==> config.mk <==
export PLATFORM = sky130hd
export DESIGN_NAME = fixed_block_free_list_allocator_unit
export DESIGN_NICKNAME = d
export VERILOG_FILES = /design/src/design/fbfla_pkg.sv /design/src/design/fbfla_ram.sv /design/src/design/fbfla_dp.sv /design/src/design/fbfla_ctrl.sv /design/src/design/fixed_block_free_list_allocator_unit.sv
export VERILOG_INCLUDE_DIRS = /design/src /design/src/design
export SDC_FILE = /design/constraint.sdc
export NUM_CORES = 2
export LEC_CHECK = 0
export ABC_AREA = 1
export BUFFER_PORTS_ARGS = -buffer_cell sky130_fd_sc_hd__clkbuf_2
export CORE_MARGIN = 2
export CORE_UTILIZATION = 37
export CTS_BUF_LIST = sky130_fd_sc_hd__clkbuf_8 sky130_fd_sc_hd__clkbuf_16
export DETAILED_ROUTE_END_ITERATION = 16
export GPL_TIMING_DRIVEN = 1
export MAX_ROUTING_LAYER = met4
export SLEW_MARGIN = 10
export SYNTH_ARGS = -nofsm -noshare
export SYNTH_HDL_FRONTEND = slang
export SYNTH_SLANG_ARGS = --single-unit
==> constraint.sdc <==
create_clock -name clk -period 23.5 [get_ports clk]
set_input_delay 4.7 -clock clk [delete_from_list [all_inputs] [get_ports clk]]
set_output_delay 4.7 -clock clk [all_outputs]
set_load 0.05 [all_outputs]
==> src/design/fixed_block_free_list_allocator_unit_macros.svh <==
// Assertion macros used by the allocator top level.
`ifndef FIXED_BLOCK_FREE_LIST_ALLOCATOR_UNIT_MACROS_SVH
`define FIXED_BLOCK_FREE_LIST_ALLOCATOR_UNIT_MACROS_SVH

// The consequent must hold in the same cycle as the antecedent.
`define FBFLA_ASSERT_NOW(label, clk, rst_n, ante, cons, msg) \
	label: assert property (@(posedge clk) disable iff (!rst_n) (ante) |-> (cons)) \
		else $error(msg);

// The consequent must hold in the cycle after the antecedent.
`define FBFLA_ASSERT_NEXT(label, clk, rst_n, ante, cons, msg) \
	label: assert property (@(posedge clk) disable iff (!rst_n) (ante) |=> (cons)) \
		else $error(msg);

`endif

==> src/design/fbfla_pkg.sv <==
package fbfla_pkg;

	localparam int POOL_DEPTH_DEF = 256;

	localparam int CNT_W      = 9;
	localparam int SIZE_W     = 16;
	localparam int OFF_W      = 24;
	localparam int FUNC_W     = 2;
	localparam int PROD_W     = CNT_W + SIZE_W;
	localparam int DIV_STEPS  = CNT_W;
	localparam int STEP_W     = $clog2(DIV_STEPS);
	localparam int CFG_IDX_W  = 1;
	localparam int CFG_DATA_W = SIZE_W;
	localparam int S_DATA_W   = 32;
	localparam int S_PAD_W    = S_DATA_W - FUNC_W - OFF_W;
	localparam int M_DATA_W   = 40;
	localparam int M_PAD_W    = M_DATA_W - 1 - OFF_W - CNT_W;

	localparam logic [CNT_W-1:0]  MAX_BLOCKS_RST = 9'd256;
	localparam logic [SIZE_W-1:0] BLOCK_SIZE_RST = 16'd64;

	typedef enum logic [FUNC_W-1:0] {
		FUNC_ALLOC = 2'd0,
		FUNC_FREE  = 2'd1,
		FUNC_CHECK = 2'd2
	} func_t;

	typedef enum logic [CFG_IDX_W-1:0] {
		REG_MAX_BLOCKS = 1'b0,
		REG_BLOCK_SIZE = 1'b1
	} cfg_reg_t;

	typedef enum logic [2:0] {
		ST_IDLE,
		ST_TOUCH,
		ST_MUL,
		ST_EVAL,
		ST_POP,
		ST_DIV,
		ST_PUSH,
		ST_DONE
	} state_t;

	typedef struct packed {
		logic capture;
		logic touch;
		logic mul;
		logic pop_start;
		logic pop_finish;
		logic chk_res;
		logic div_start;
		logic div_step;
		logic push;
		logic out_load;
	} dp_cmd_t;

	typedef struct packed {
		func_t func;
		logic  can_pop;
		logic  last_pop;
		logic  free_ok;
		logic  div_last;
		logic  out_free;
	} dp_stat_t;

	// Number of usable blocks: the register value capped at the pool depth.
	function automatic logic [CNT_W-1:0] eff_count(input logic [CNT_W-1:0] mb, input int depth);
		logic [CNT_W-1:0] res;
		res = mb;
		if (32'(mb) > depth) begin
			res = CNT_W'(depth);
		end
		return res;
	endfunction

endpackage

==> src/design/fbfla_ram.sv <==
module fbfla_ram #(
	parameter int WIDTH = 9,
	parameter int DEPTH = 256
) (
	input  logic                     clk,
	input  logic                     wr_en,
	input  logic [$clog2(DEPTH)-1:0] wr_addr,
	input  logic [WIDTH-1:0]         wr_data,
	input  logic                     rd_en,
	input  logic [$clog2(DEPTH)-1:0] rd_addr,
	output logic [WIDTH-1:0]         rd_data
);

	logic [WIDTH-1:0] mem_q [DEPTH];

	always_ff @(posedge clk) begin
		if (wr_en) begin
			mem_q[wr_addr] <= wr_data;
		end
		if (rd_en) begin
			rd_data <= mem_q[rd_addr];
		end
	end

endmodule

==> src/design/fbfla_dp.sv <==
module fbfla_dp import fbfla_pkg::*; #(
	parameter int POOL_DEPTH = POOL_DEPTH_DEF
) (
	input  logic                  clk,
	input  logic                  arst_n,
	input  logic                  cfg_wr_en,
	input  logic [CFG_IDX_W-1:0]  cfg_index,
	input  logic [CFG_DATA_W-1:0] cfg_data,
	input  func_t                 in_func,
	input  logic [OFF_W-1:0]      in_offset,
	input  logic                  m_tready,
	input  dp_cmd_t               cmd,
	output dp_stat_t              stat,
	output logic                  m_tvalid,
	output logic                  m_ok,
	output logic [OFF_W-1:0]      m_alloc_offset,
	output logic [CNT_W-1:0]      m_free_count
);

	localparam int AW = $clog2(POOL_DEPTH);
	localparam logic [CNT_W-1:0] RST_BLOCKS = eff_count(MAX_BLOCKS_RST, POOL_DEPTH);

	logic [CNT_W-1:0]  max_blocks_q;
	logic [SIZE_W-1:0] block_size_q;
	logic [CNT_W-1:0]  head_q;
	logic              head_valid_q;
	logic [CNT_W-1:0]  free_q;
	logic [CNT_W-1:0]  touched_q;
	logic              out_valid_q;
	logic [STEP_W-1:0] step_q;

	func_t             func_q;
	logic [OFF_W-1:0]  off_q;
	logic [PROD_W-1:0] prod_q;
	logic [PROD_W-1:0] rem_q;
	logic [PROD_W-1:0] dvs_q;
	logic [CNT_W-1:0]  quo_q;
	logic              res_ok_q;
	logic [OFF_W-1:0]  res_aoff_q;
	logic              out_ok_q;
	logic [OFF_W-1:0]  out_aoff_q;
	logic [CNT_W-1:0]  out_free_q;

	logic [CNT_W-1:0]  n_blocks;
	logic [SIZE_W-1:0] bs;
	logic [CNT_W-1:0]  mb_new;
	logic [CNT_W-1:0]  n_new;
	logic              cfg_hit;
	logic [CNT_W-1:0]  mul_a;
	logic              in_span;
	logic              touch_wr;

	logic              ram_wr_en;
	logic [AW-1:0]     ram_wr_addr;
	logic [CNT_W-1:0]  ram_wr_data;
	logic [CNT_W-1:0]  ram_rd_data;

	assign n_blocks = eff_count(max_blocks_q, POOL_DEPTH);
	assign bs       = (block_size_q == '0) ? SIZE_W'(1) : block_size_q;
	assign mul_a    = (func_q == FUNC_ALLOC) ? head_q : n_blocks;
	assign in_span  = ({1'b0, off_q} < prod_q);
	assign touch_wr = cmd.touch && (touched_q < n_blocks);

	always_comb begin
		cfg_hit = 1'b0;
		mb_new  = max_blocks_q;
		case (cfg_reg_t'(cfg_index))
			REG_MAX_BLOCKS: begin
				cfg_hit = cfg_wr_en;
				mb_new  = cfg_data[CNT_W-1:0];
			end
			REG_BLOCK_SIZE: begin
				cfg_hit = cfg_wr_en;
			end
			default: begin
				cfg_hit = 1'b0;
			end
		endcase
		n_new = eff_count(mb_new, POOL_DEPTH);
	end

	always_ff @(posedge clk or negedge arst_n) begin
		if (!arst_n) begin
			max_blocks_q <= MAX_BLOCKS_RST;
			block_size_q <= BLOCK_SIZE_RST;
			head_q       <= '0;
			head_valid_q <= (RST_BLOCKS != '0);
			free_q       <= RST_BLOCKS;
			touched_q    <= '0;
			out_valid_q  <= 1'b0;
			step_q       <= '0;
		end else begin
			if (cfg_hit) begin
				max_blocks_q <= mb_new;
				if (cfg_reg_t'(cfg_index) == REG_BLOCK_SIZE) begin
					block_size_q <= cfg_data;
				end
				head_q       <= '0;
				head_valid_q <= (n_new != '0);
				free_q       <= n_new;
				touched_q    <= '0;
			end else begin
				if (touch_wr) begin
					touched_q <= touched_q + 1'b1;
				end
				if (cmd.pop_start) begin
					free_q <= free_q - 1'b1;
					if (free_q == CNT_W'(1)) begin
						head_valid_q <= 1'b0;
					end
				end
				if (cmd.pop_finish) begin
					if (ram_rd_data < n_blocks) begin
						head_q <= ram_rd_data;
					end else begin
						head_valid_q <= 1'b0;
					end
				end
				if (cmd.push) begin
					head_q       <= quo_q;
					head_valid_q <= 1'b1;
					free_q       <= free_q + 1'b1;
				end
			end
			if (cmd.div_start) begin
				step_q <= STEP_W'(DIV_STEPS - 1);
			end else if (cmd.div_step) begin
				step_q <= step_q - 1'b1;
			end
			if (cmd.out_load) begin
				out_valid_q <= 1'b1;
			end else if (m_tready) begin
				out_valid_q <= 1'b0;
			end
		end
	end

	always_ff @(posedge clk) begin
		if (cmd.capture) begin
			func_q     <= in_func;
			off_q      <= in_offset;
			res_ok_q   <= 1'b0;
			res_aoff_q <= '0;
		end
		if (cmd.mul) begin
			prod_q <= {{SIZE_W{1'b0}}, mul_a} * {{CNT_W{1'b0}}, bs};
		end
		if (cmd.pop_start) begin
			res_ok_q   <= 1'b1;
			res_aoff_q <= prod_q[OFF_W-1:0];
		end
		if (cmd.chk_res) begin
			res_ok_q <= in_span;
		end
		if (cmd.div_start) begin
			rem_q <= {1'b0, off_q};
			dvs_q <= {1'b0, bs, {(CNT_W-1){1'b0}}};
			quo_q <= '0;
		end else if (cmd.div_step) begin
			if (rem_q >= dvs_q) begin
				rem_q <= rem_q - dvs_q;
				quo_q <= {quo_q[CNT_W-2:0], 1'b1};
			end else begin
				quo_q <= {quo_q[CNT_W-2:0], 1'b0};
			end
			dvs_q <= dvs_q >> 1;
		end
		if (cmd.push) begin
			res_ok_q <= 1'b1;
		end
		if (cmd.out_load) begin
			out_ok_q   <= res_ok_q;
			out_aoff_q <= res_aoff_q;
			out_free_q <= free_q;
		end
	end

	assign ram_wr_en   = touch_wr || cmd.push;
	assign ram_wr_addr = cmd.push ? AW'(quo_q) : AW'(touched_q);
	assign ram_wr_data = cmd.push ? (head_valid_q ? head_q : n_blocks) : (touched_q + 1'b1);

	fbfla_ram #(
		.WIDTH(CNT_W),
		.DEPTH(POOL_DEPTH)
	) u_link_ram (
		.clk    (clk),
		.wr_en  (ram_wr_en),
		.wr_addr(ram_wr_addr),
		.wr_data(ram_wr_data),
		.rd_en  (cmd.pop_start),
		.rd_addr(AW'(head_q)),
		.rd_data(ram_rd_data)
	);

	assign stat.func     = func_q;
	assign stat.can_pop  = (free_q != '0) && head_valid_q && (head_q < n_blocks);
	assign stat.last_pop = (free_q == CNT_W'(1));
	assign stat.free_ok  = in_span && (free_q < n_blocks);
	assign stat.div_last = (step_q == '0);
	assign stat.out_free = !out_valid_q || m_tready;

	assign m_tvalid       = out_valid_q;
	assign m_ok           = out_ok_q;
	assign m_alloc_offset = out_aoff_q;
	assign m_free_count   = out_free_q;

endmodule

==> src/design/fbfla_ctrl.sv <==
module fbfla_ctrl import fbfla_pkg::*; (
	input  logic     clk,
	input  logic     arst_n,
	input  logic     s_tvalid,
	input  func_t    in_func,
	input  dp_stat_t stat,
	output logic     s_tready,
	output dp_cmd_t  cmd
);

	state_t state_q;
	state_t state_d;

	always_ff @(posedge clk or negedge arst_n) begin
		if (!arst_n) begin
			state_q <= ST_IDLE;
		end else begin
			state_q <= state_d;
		end
	end

	always_comb begin
		state_d  = state_q;
		cmd      = '0;
		s_tready = 1'b0;
		case (state_q)
			ST_IDLE: begin
				s_tready = 1'b1;
				if (s_tvalid) begin
					cmd.capture = 1'b1;
					case (in_func)
						FUNC_ALLOC: state_d = ST_TOUCH;
						FUNC_FREE:  state_d = ST_MUL;
						FUNC_CHECK: state_d = ST_MUL;
						default:    state_d = ST_DONE;
					endcase
				end
			end
			ST_TOUCH: begin
				cmd.touch = 1'b1;
				state_d   = ST_MUL;
			end
			ST_MUL: begin
				cmd.mul = 1'b1;
				state_d = ST_EVAL;
			end
			ST_EVAL: begin
				state_d = ST_DONE;
				case (stat.func)
					FUNC_ALLOC: begin
						if (stat.can_pop) begin
							cmd.pop_start = 1'b1;
							if (!stat.last_pop) begin
								state_d = ST_POP;
							end
						end
					end
					FUNC_FREE: begin
						if (stat.free_ok) begin
							cmd.div_start = 1'b1;
							state_d       = ST_DIV;
						end
					end
					FUNC_CHECK: begin
						cmd.chk_res = 1'b1;
					end
					default: begin
						state_d = ST_DONE;
					end
				endcase
			end
			ST_POP: begin
				cmd.pop_finish = 1'b1;
				state_d        = ST_DONE;
			end
			ST_DIV: begin
				cmd.div_step = 1'b1;
				if (stat.div_last) begin
					state_d = ST_PUSH;
				end
			end
			ST_PUSH: begin
				cmd.push = 1'b1;
				state_d  = ST_DONE;
			end
			ST_DONE: begin
				if (stat.out_free) begin
					cmd.out_load = 1'b1;
					state_d      = ST_IDLE;
				end
			end
			default: begin
				state_d = ST_IDLE;
			end
		endcase
	end

endmodule

==> src/design/fixed_block_free_list_allocator_unit.sv <==
// Fixed-size block allocator with a free list kept in an on-chip link memory.
// Requests arrive on the s_ channel, one word per request: alloc, free or
// check. Each request yields exactly one result word on the m_ channel.
// The configuration port sets the block count and block size; any write
// re-initializes the free list, so write it only while no request is pending.
// The block takes one request at a time. An alloc steps through TOUCH,
// MUL, EVAL, POP and DONE, with POP taking the registered read of the link
// memory (POP is skipped when the alloc fails or hands out the last free
// block), a check or a rejected free through MUL, EVAL and DONE, an accepted
// free through MUL, EVAL, DIV, PUSH and DONE, and an unknown request to DONE;
// in DIV the 9-step shift-and-subtract divider turns the byte offset into a
// block index. A new request is taken in the cycle after the result is loaded.
// The result sits in an output register, so a request can be accepted while
// the previous result still waits; a stalled receiver holds it there and
// the next result waits inside the block until the register frees up.
// After reset all blocks are free, with 256 blocks of 64 bytes; the link
// memory is filled lazily by allocs, so no clearing pass is needed.
`include "fixed_block_free_list_allocator_unit_macros.svh"

module fixed_block_free_list_allocator_unit import fbfla_pkg::*; #(
	parameter int POOL_DEPTH = POOL_DEPTH_DEF
) (
	input  logic                  clk,
	input  logic                  arst_n,
	input  logic                  cfg_wr_en,
	input  logic [CFG_IDX_W-1:0]  cfg_index,
	input  logic [CFG_DATA_W-1:0] cfg_data,
	input  logic                  s_tvalid,
	output logic                  s_tready,
	// func [1:0], block_offset [25:2], zero fill above
	input  logic [S_DATA_W-1:0]   s_tdata,
	output logic                  m_tvalid,
	input  logic                  m_tready,
	// ok [0], alloc_offset [24:1], free_count [33:25], zero fill above
	output logic [M_DATA_W-1:0]   m_tdata
);

	dp_cmd_t          dp_cmd;
	dp_stat_t         dp_stat;
	func_t            in_func;
	logic             m_ok;
	logic [OFF_W-1:0] m_alloc_offset;
	logic [CNT_W-1:0] m_free_count;
	logic [7:0]       step_cmds;

	assign in_func = func_t'(s_tdata[FUNC_W-1:0]);

	fbfla_ctrl u_ctrl (
		.clk     (clk),
		.arst_n  (arst_n),
		.s_tvalid(s_tvalid),
		.in_func (in_func),
		.stat    (dp_stat),
		.s_tready(s_tready),
		.cmd     (dp_cmd)
	);

	fbfla_dp #(
		.POOL_DEPTH(POOL_DEPTH)
	) u_dp (
		.clk           (clk),
		.arst_n        (arst_n),
		.cfg_wr_en     (cfg_wr_en),
		.cfg_index     (cfg_index),
		.cfg_data      (cfg_data),
		.in_func       (in_func),
		.in_offset     (s_tdata[FUNC_W+OFF_W-1:FUNC_W]),
		.m_tready      (m_tready),
		.cmd           (dp_cmd),
		.stat          (dp_stat),
		.m_tvalid      (m_tvalid),
		.m_ok          (m_ok),
		.m_alloc_offset(m_alloc_offset),
		.m_free_count  (m_free_count)
	);

	assign m_tdata = {{M_PAD_W{1'b0}}, m_free_count, m_alloc_offset, m_ok};

	assign step_cmds = {dp_cmd.touch, dp_cmd.mul, dp_cmd.pop_start, dp_cmd.pop_finish,
		dp_cmd.chk_res, dp_cmd.div_start, dp_cmd.div_step, dp_cmd.push};

	`FBFLA_ASSERT_NEXT(a_busy_after_accept, clk, arst_n, s_tvalid && s_tready, !s_tready, "request accepted while another is in flight")
	`FBFLA_ASSERT_NOW(a_one_step, clk, arst_n, 1'b1, $onehot0(step_cmds), "more than one datapath step issued")
	`FBFLA_ASSERT_NOW(a_idle_quiet, clk, arst_n, s_tready, !(dp_cmd.div_step || dp_cmd.push || dp_cmd.pop_finish || dp_cmd.out_load), "datapath step issued while idle")
	`FBFLA_ASSERT_NEXT(a_load_shows, clk, arst_n, dp_cmd.out_load, m_tvalid, "loaded result not presented")

endmodule

==> results.tsv <==
metric	value	unit
cell repeated most along the worst path	nand3_1	
GR Overflow Total	0	
CTS Hold Bufs	0	
Post-synth top flop	edfxtp_1	
dpl hpwl	176	mm
CTS Buf Count	278	
die area	0.303	mm2
min cycle time layout	7.18	ns
hold depth	0	
DR vias	74200	
synthesized area per cell	11.2	um2
cell area after synthesis	0.111	mm2
max frequency	0.139	GHz
cell breakdown of the critical path	buf_4 -> buf_12 -> buf_4 -> buf_4 -> buf_4 -> nand2_1 -> nand3_1 -> nand3_1 -> nand3_1 -> nand3_1 -> nand3_1 -> nand3_1 -> nand2_1 -> nand2_1 -> nand2_1	
sequential area share after synthesis	68.6	%
Yosys top cell by area	edfxtp_1	
Max VDD drop	0.117	mV
RSZ-0062 raised after global routing	false	
io pins	96	
Post-CTS Setup Inserts	0	
Worst-path clk slew	0.06	ns
core area	0.297	mm2
Detailed Route Iter0 Violations	8874	
Setup crit end kind	flip-flop	
Final #Nets	9998	
Critical Path AT	7.89	ns
DRT Pass-1 Iters	7	
slew margin rel.	15.2	%
register area	0.0759	mm2
fraction of layout cells with a size suffix above 1	6.97	%
H-tree levels	5	
FF-to-FF path depth	15	
TritonCTS Sinks	2542	
post_cts resized	0	
Worst path top cell family by delay	buffers and inverters	
wire length of the first global-routing pass	454	mm
Setup-failing EPs final	0	
CTS tree	yes	
outcome	finished clean	
fin cells	13900	
WS Path Type	flip-flop to flip-flop	
Critical Path RT	24.21	ns
Via density	5.35	
Yosys reg bits	2542	
vias in the first global route	71200	
# rows	200	
die width	551	um
fill cell count	27500	
pin count of the biggest net entering global routing	188	
library cells used by synthesis	53	
worst slew pin tran	1.26	ns
critical path's largest stage delay	0.91	ns
area of the multi-input gates	0.0307	mm2
TNS Setup	0	ns
die height	551	um
Min-Delay Path Class	flip-flop to flip-flop	
Post-synth EDFFs	2462	
initial antenna violation count	7	
Final Max Slew Viols	0	
Yosys top cell area share	66.9	%
Final Wtd Congestion	0.902	
WP depth	15	
Clock Tree Buf Depth	4	
final antenna-violating net count	0	
Synthesis Warnings	0	
Initial Util	37.2	%
Slowest cell on crit path	dfrtp_4	
startpoint types	flip-flop	
# port buffers	83	
Pleak	45.3	nW
buffers plus inverters on the worst setup path	5	
placed cell count	13400	
max_cap viols	0	
# DRC	0	
Area Growth Syn to Fin	11.7	%
Root Driver	clkbuf_16	
routed len/inst	21.9	um
Synth area leaders	edfxtp_1, nand3_1, nand2_1	
Final period util	30.5	%
pwr dens	129	mW/mm2
worst-path maximum fanout	181	
Hold Fails Final Rpt	0	
final WL	304	mm
Synth Instances	9841	
GRT Util Overall	20.2	%
Clk Latency, worst-skew pair	0.94	ns
Async SR Flop Fraction	2.40	%
Setup Skew	0.0716	ns
-- synthesized netlist by cell type, types with 6 or more instances --
library cell and count:
xnor2_1 17, o21ai_0 138, o211ai_1 31, nor3_1 21, nand2_1 2748, a21oi_1 94
buf_2 265, o21bai_1 9, nor2_4 10, dfxtp_1 19, nand2_2 14, dfrtp_1 57
nand4_1 22, nor2_2 19, inv_2 29, o22ai_1 10, clkbuf_1 226, buf_1 92
fa_1 100, nor2_1 461, edfxtp_1 2462, nor4_1 11, a21o_1 9, inv_1 379
o21ai_1 6, xor2_1 36, nand3_1 2365, ha_1 132, buf_4 13
-- state kept, by name, summed over array words and instances (netlist names) --
register                 cells
u_dp.u_link_ram.mem_q     2304
u_dp.prod_q                 25
u_dp.rem_q                  25
u_dp.dvs_q                  24
u_dp.m_alloc_offset         24
u_dp.off_q                  24
u_dp.res_aoff_q             24
u_dp.block_size_q           16
u_dp.free_q                  9
u_dp.head_q                  9
u_dp.m_free_count            9
u_dp.max_blocks_q            9
u_dp.quo_q                   9
u_dp.touched_q               9
u_dp.u_link_ram.rd_data      9
u_dp.step_q                  4
u_ctrl.state_q               3
u_dp.func_q                  2
u_dp.head_valid_q            1
u_dp.m_ok                    1
u_dp.m_tvalid                1
u_dp.res_ok_q                1
-- placed cells by master (no fill, tap or decap), drive strengths merged, types with 10 or more instances in the layout --
cell and count:
nand4 22, a21oi 96, ha 132, dfxtp 19, clkbuf 369, fa 100
nor2 490, nand3 2366, nor4 11, xnor2 17, nand2 2765, bufinv 26
xor2 36, dfrtp 57, o211ai 32, nor3 21, buf 100, inv 462
o21ai 148, edfxtp 2462, o22ai 10, clkinv 127
-- kinds of logic after synthesis --
| logic type | synth area share (%) |
|---|---|
| other | 0.00339 |
| AOI/OAI and AO/OA | 1.66 |
| buffers and inverters | 3.79 |
| xor gates and xnor gates | 0.420 |
| and+or+nand+nor | 22.2 |
| adders and majority gates | 3.30 |
| DFF | 68.6 |
-- worst reg2reg max path, stage by stage (launching register included) --
cell and delay (ns):
dfrtp_4 0.91, buf_4 0.88, buf_12 0.77, buf_4 0.87
buf_4 0.81, buf_4 0.77, nand2_1 0.15, nand3_1 0.12
nand3_1 0.14, nand3_1 0.15, nand3_1 0.23, nand3_1 0.25
nand3_1 0.35, nand2_1 0.32, nand2_1 0.11, nand2_1 0.17
-- final timing paths --
path / from / endpoint / slack (ns)
max: u_dp.head_q[0] / u_dp.u_link_ram.rd_data[8] / 16.32
min: u_dp.res_aoff_q[1] / u_dp.m_alloc_offset[1] / 0.41
max reg2reg: u_dp.head_q[0] / u_dp.u_link_ram.rd_data[8] / 16.32
min reg2reg: u_dp.res_aoff_q[1] / u_dp.m_alloc_offset[1] / 0.41
max in group asynchronous: arst_n / u_dp.head_q[1] / 18.78
min in group asynchronous: arst_n / u_dp.free_q[3] / 4.03
-- metal layers --
layer  global-route usage, %  routed length, um
met1                    27.6             128000
met4                    7.40              11400
met5                       -                  0
met2                    30.8             140000
met3                    2.88              25200
-- final cells by class --
cell class	count	share of cell area [%]
repair buffers	183	1.09
inverters	415	1.29
multi-input cells	6292	24.9
diodes	3	0.00608
clock inverters	209	1.57
flip-flops and latches	2542	61.4
clock buffers	286	5.77
well taps	3939	3.99
-- power by group --
part	leakage (nW)	internal, mW	total, mW	switching, mW
registers	23.5	5.56	5.72	0.154
clock network	4.59	2.50	4.33	1.82
logic	17.3	1.52	5.87	4.35
total	45.3	9.59	15.9	6.33
-- metrics by stage --
stage          util (%)  total power [mW]  instance area, um2  hold WS (ns)  worst slack [ns]
2_1_floorplan         -              9.73              111000         0.400             10.19
3_3_place_gp       38.5              11.6              114000         0.402             16.12
3_5_place_dp       38.5              11.6              114000         0.405             16.06
4_1_cts            41.6              16.0              124000         0.406             16.58
5_1_grt            41.6              16.7              124000         0.418             16.13
6_report           41.6              15.9              124000         0.406             16.32
Note: power is estimated with default switching activity, not from simulation.
